**config.mk**
```make
export PLATFORM = sky130hd
export DESIGN_NAME = scba_cnt_mem
export DESIGN_NICKNAME = d
export VERILOG_FILES = /design/src/rtl/scba_pkg.sv /design/src/rtl/scba_cnt_mem.sv
export SDC_FILE = /design/constraint.sdc
export NUM_CORES = 1
export LEC_CHECK = 0
export BUFFER_PORTS_ARGS = -buffer_cell sky130_fd_sc_hd__buf_2
export CORE_UTILIZATION = 30
export DETAILED_ROUTE_END_ITERATION = 12
export PLACE_DENSITY = 0.45
export SETUP_SLACK_MARGIN = 0.02
export SYNTH_ARGS = -nofsm -noshare
export SYNTH_HDL_FRONTEND = slang
export SYNTH_SLANG_ARGS = --single-unit
```
**constraint.sdc**
```tcl
create_clock -name i_clk -period 3.1 [get_ports i_clk]
set_input_delay 0.465 -clock i_clk [delete_from_list [all_inputs] [get_ports i_clk]]
set_output_delay 0.465 -clock i_clk [all_outputs]
set_load 0.01 [all_outputs]
```
**src/rtl/scba_pkg.sv**
```systemverilog
// Shared types, constants and helpers of the size class block allocator.
`timescale 1ns / 1ps

package scba_pkg;

    // Field widths
    localparam int FUNC_W     = 1;
    localparam int SIZE_W     = 25;
    localparam int ADDR_IN_W  = 32;
    localparam int STATUS_W   = 2;
    localparam int CLS_OUT_W  = 4;
    localparam int USED_W     = 16;
    localparam int FREE_OUT_W = 7;
    localparam int LP_W       = 16;          // large page count, compared in 16 bits
    localparam int PG_W       = SIZE_W + 1;  // page count before truncation
    localparam int PL_W       = 5;           // page_log register
    localparam int PL_MAX     = (2 ** PL_W) - 1;
    localparam int CFG_IDX_W  = 2;
    localparam int CFG_DATA_W = 32;

    // Parameter defaults
    localparam int NUM_CLASSES_DEF = 16;
    localparam int STACK_DEPTH_DEF = 64;
    localparam int LARGE_DEPTH_DEF = 16;
    localparam int ADDR_WIDTH_DEF  = 32;

    // Register reset values
    localparam logic [PL_W-1:0]       PAGE_LOG_RST = PL_W'(12);
    localparam logic [CFG_DATA_W-1:0] LIMIT_RST    = '1;

    // Request function codes
    localparam logic [FUNC_W-1:0] FUNC_ALLOC = 1'b0;
    localparam logic [FUNC_W-1:0] FUNC_FREE  = 1'b1;

    // Configuration register indexes
    localparam logic [CFG_IDX_W-1:0] CFG_PAGE_LOG     = 2'd0;
    localparam logic [CFG_IDX_W-1:0] CFG_REGION_BASE  = 2'd1;
    localparam logic [CFG_IDX_W-1:0] CFG_REGION_LIMIT = 2'd2;

    typedef enum logic [STATUS_W-1:0] {
        STAT_OK       = 2'd0,
        STAT_FRESH    = 2'd1,
        STAT_NO_SPACE = 2'd2,
        STAT_FULL     = 2'd3
    } t_status;

    typedef struct packed {
        logic [FUNC_W-1:0]    func;
        logic [SIZE_W-1:0]    request_size;
        logic [ADDR_IN_W-1:0] block_address;
    } t_req;

    typedef struct packed {
        logic [ADDR_IN_W-1:0]  result_address;
        t_status               status;
        logic [CLS_OUT_W-1:0]  size_class;
        logic [USED_W-1:0]     used_count;
        logic [FREE_OUT_W-1:0] free_count;
    } t_rsp;

    typedef enum logic [3:0] {
        ST_IDLE,
        ST_DECODE,
        ST_SIZE,
        ST_COUNT,
        ST_STK,
        ST_LRD,
        ST_LCMP,
        ST_LMV_RD,
        ST_LMV_WR,
        ST_FRESH1,
        ST_FRESH2,
        ST_FRESH3,
        ST_CWR,
        ST_DONE
    } t_state;

    function automatic logic [USED_W-1:0] used_inc(input logic [USED_W-1:0] v);
        used_inc = (v == '1) ? v : v + USED_W'(1);
    endfunction

    function automatic logic [USED_W-1:0] used_dec(input logic [USED_W-1:0] v);
        used_dec = (v == '0) ? v : v - USED_W'(1);
    endfunction

endpackage

```
**src/rtl/scba_cnt_mem.sv**
```systemverilog
// Per-class counter table: one-port synchronous memory with valid bits.
`timescale 1ns / 1ps

module scba_cnt_mem import scba_pkg::*; #(
    parameter int DEPTH = NUM_CLASSES_DEF,
    parameter int WIDTH = USED_W + 7
) (
    input  logic                     i_clk,
    input  logic                     i_rst_n,
    input  logic                     i_re,
    input  logic                     i_we,
    input  logic [$clog2(DEPTH)-1:0] i_addr,
    input  logic [WIDTH-1:0]         i_wdata,
    output logic [WIDTH-1:0]         o_rdata
);

    logic [WIDTH-1:0] mem [DEPTH];
    logic [DEPTH-1:0] r_valid;
    logic [WIDTH-1:0] r_rdata;
    logic             r_rd_valid;

    // valid bits: an entry never written reads as zero
    always_ff @(posedge i_clk) begin
        if (!i_rst_n) begin
            r_valid    <= '0;
            r_rd_valid <= 1'b0;
        end else begin
            if (i_we) begin
                r_valid[i_addr] <= 1'b1;
            end
            if (i_re) begin
                r_rd_valid <= r_valid[i_addr];
            end
        end
    end

    always_ff @(posedge i_clk) begin
        if (i_we) begin
            mem[i_addr] <= i_wdata;
        end
        if (i_re) begin
            r_rdata <= mem[i_addr];
        end
    end

    assign o_rdata = r_rd_valid ? r_rdata : '0;

endmodule

```
# Word-level counts from Yosys, hierarchy flattened
# Memories as Yosys holds them, arrays and structs flattened. A register that Yosys moved wholly into a read port is not among the register bits.
# Index checks and enable logic that the tools add are counted.
# totals
latchBits,0
mem_count,1
romBits,0
output_inout_bits,23
inputBits,31
reg_bits,17
elab_cells,14
ramBits,368
# classes
addsub,0
div,0
n_bitwise,1
n_eq_ne,0
reduce_logical,1
n_shift,0
magnitude_cmp,2
multipliers,0
n_mux,7
# memory_table
memory,depth,word_bits,rd,rd_clocked_by_memory_dff,write_ports,line,source
mem,16,23,1,1,1,scba_cnt_mem.sv:17,logic [WIDTH-1:0] mem [DEPTH];
# ops
op,count
23-bit two-way mux,1
16-bit bitwise OR,1
4-bit by 5-bit less-than comparator with 1-bit output (second input constant),1
1-bit binary-select mux with 4-bit select,1
1-bit demux with 4-bit select,1
4-bit by 1-bit greater-or-equal comparator with 1-bit output (second input constant),1
1-bit two-way mux,4
1-bit logical AND,1

# Depth between registers and ports, before layout
# logic_depth
depth_word,5
mapped_depth,6
ltp_nobuf,3

# Least setup slack after synthesis
# No wires, ideal clock.
# synth_timing
path_type,input to register
from,in i_addr[1]
to,"mem mem[3][0] in the netlist's numbering, enable pin"
cell_stages,5
t_arrival_ps,2962
setup_ps,434
required_ps,2666
n_path_buf,3
slack_ps,-297
cell_sequence,buf_2 -> buf_2 -> clkbuf_1 -> nand3_1 -> nor3_1
# synth_rtl
item,line,source
"start, declared",scba_cnt_mem.sv:12,"input logic [$clog2(DEPTH)-1:0] i_addr,"
"end, declared",scba_cnt_mem.sv:17,
# No word-level cell before the write port.

# Final worst setup path
# layout_timing
from,reg r_rd_valid
to,out o_rdata[1]
# layout_via
elab_chain_len,1
# layout_lines
item,line,source
"start, declared",scba_cnt_mem.sv:20,logic r_rd_valid;
"start signal, assigned",scba_cnt_mem.sv:32,r_rd_valid <= r_valid[i_addr];
23-bit two-way mux,scba_cnt_mem.sv:46,assign o_rdata = r_rd_valid ? r_rdata : '0;
"end, declared",scba_cnt_mem.sv:14,output logic [WIDTH-1:0] o_rdata
# Every way passes these cells.

==> results.cfg <==
[synthesis]
async_reset_ff_share_pct = 0
synthDistinctLibCells = 22
avgSynthCellArea_sq_um = 24.4
ys_seq_area_share_pct = 78.6
ys_warn_count = 0
synth_nets = 660
synthXorXnorAreaFrac_pct = 0
synth-main-ff-cell = edfxtp_1
ys_seq_elements = 408
synth_edf_count = 391
synth_top_family_by_area = multiplexers
synth_area_sq_um = 15400
synthCells = 629
synth_simple_gate_area_share_pct = 1.73
synth_commonest_cells = edfxtp_1, mux4_2, and2_1, dfxtp_1
synth_area_leaders = edfxtp_1, mux4_2, dfxtp_1
yosys-mux-area-fraction_pct = 17.6
synth_top_area_cell = edfxtp_1
synth.top_cell.area_share_pct = 76.4
yosysMostFrequentCell = edfxtp_1
synth_adder_area_share_pct = 0
synth_compound_area_share_pct = 0.871

[pwr]
powerDensity_nw_per_um2 = 643
peakVddDrop_v = 0.000314
pwr-share-clk_pct = 42.1
pwr-share-seq_pct = 53.0
p_sw_mw = 2.36
intPower_mw = 9.37
total_power_mw = 11.7
combPwrFrac_pct = 4.9
swShare_pct = 20.1
p_leak_nw = 5.81

[global_routing]
grt_pass1_vias = 7635
grt_max_degree = 45
track_usage_pct = 14.0
grt_pass1_wl_microns = 52800
grt.overflow.total = 0
antenna_found_initial = 1

[critical_path]
reg2reg_setup_slack_ps = 1460
crit_family = flip-flops
worstPathCellList = buf_4 > and2_1 > buf_2
critPathKind = flop to primary output
startpoint_type = flop
arrival_ps = 1790
cp_num_buf_inv = 2
max_stage_delay_ps = 590
crit_required_ps = 2630
r2r-end = r_rdata[3]$_DFFE_PP_
crit-reg2reg-launch = mem[11][3]$_DFFE_PP_
cp-end-kind = primary output
reg2reg_depth = 2
worstPathMaxFanout = 9
cp_slowest_cell = dfxtp_1

[placement]
dp_hpwl_microns = 21000
dpl_cell_area_sq_um = 16900
port_buffers = 53
place.gp.congestion = 0.703

[sta]
min_period_ps = 2250
rsz0062_at_grt = false
period_share_pct = 72.7
setup_violations = 0
finalHoldViolCount = 0
fmax_ghz = 0.444
finClkSkew_ps = 20.3
tightest_slew_ps = 992
slew_headroom_pct = 33.8
slew_violations = 0
setup_tns_ps = 0

[final_layout]
area_delta_synth_final_pct = 18.6
antenna_cells = 0
drive_gt1_share_pct = 38.6
nNetsFinal = 775
final_area_sq_um = 18200

[routing]
via_per_inst = 4.73
routedWlPerCell_microns = 25.1
dr.pass1.iters = 4
antenna_left = 0
drt_drc_violations_left = 0
totalWireLength_microns = 36300
vias = 6843
first_iter_violations = 572

[die]
core_region_area_sq_um = 50400
initial_utilization_pct = 30.5
die_h_microns = 228
ios = 54
row_count = 82
die_area_sq_um = 52200
die_w_microns = 228

[hold_path]
holdPathEnd = mem[8][6]$_DFFE_PP_
hold_path.class = input port to flop
hold_depth = 1
min_from = i_wdata[6]

[clock_tree]
cts_tree = done
cts_root_buf = clkbuf_16
cts_buffers = 42
numClockSinks = 408
postCtsSetupBuffers = 0
holdBufCountCts = 0
insertion_delay_ps = 540
cts_resized = 0
clkTransAtPathRegs_ps = 60
cts-htree-levels = 2
clock_path_buffers = 3

[outcome]
status = completed

[job]
cap_viol_max_count = 0
==> cell usage in the layout, fill, tap and decap left out, drive strengths merged <==
master,instances
mux2i,2
edfxtp,391
a221oi,1
and2,24
clkinvlp,2
nand2b,2
or3b,1
nand3b,2
clkbuf,57
nand2,1
dfxtp,17
nor2b,1
nor3,4
nor2,12
o21a,16
buf,105
bufinv,3
nand3,1
mux4,119
clkinv,12
o21ai,1
==> how the worst max path moves through the flow <==
stage                                       start                    to  cells past startpoint
after floorplan                         i_addr[1]  mem[15][0]$_DFFE_PP_                      5
after global placement                  i_addr[0]  r_rdata[1]$_DFFE_PP_                      4
after detailed placement                i_addr[0]  r_rdata[1]$_DFFE_PP_                      4
after CTS                 r_rd_valid$_SDFFE_PN0P_            o_rdata[1]                      3
after global routing      r_rd_valid$_SDFFE_PN0P_            o_rdata[1]                      3
final                     r_rd_valid$_SDFFE_PN0P_            o_rdata[1]                      3
==> per-layer routing <==
layer / vias to the layer above / GRT usage [%] / wire [microns]
met2: 143 / 24.4 / 18500
met4: 0 / 3.25 / 575
met1: 3745 / 18.5 / 15700
met3: 49 / 2.15 / 1480
met5: - / 0 / 0
li1: 2906 / - / -
==> state kept, by name, summed over array words and instances (netlist names) <==
name and count:
r_rd_valid 1, r_rdata 23, r_valid 16, mem 368
==> area by class of cell <==
type | count | area [sq um]
clock inverters | 17 | 159
well taps | 672 | 841
fillers | 4562 | 32100
multi-input cells | 187 | 3240
flip-flops and latches | 408 | 12100
clock buffers | 57 | 1190
repair buffers | 105 | 727
==> power groups by stage <==
stage               registers [mW]  logic (mW)  clock network (mW)
floorplan                     6.32       0.341                   0
global placement              6.33       0.573                   0
detailed placement            6.34       0.589                   0
CTS                           6.22       0.589                5.06
global route                  6.22       0.617                5.25
finish                        6.22       0.573                4.94
==> per-stage QoR <==
step	hold WS, ps	utilization (%)	instances	worst slack (ps)
after global routing	292	36.2	1446	711
after floorplan	435	-	629	332
after CTS	265	36.2	1446	727
after detailed placement	453	33.5	1372	432
final	293	36.2	1446	848
after global placement	442	33.5	1372	469
==> kinds of logic after synthesis <==
logic type      Yosys count
compound gates           18
flops                   408
mux                     121
buf+inv                  34
simple gates             48
Note: power is estimated with default switching activity, not from simulation.
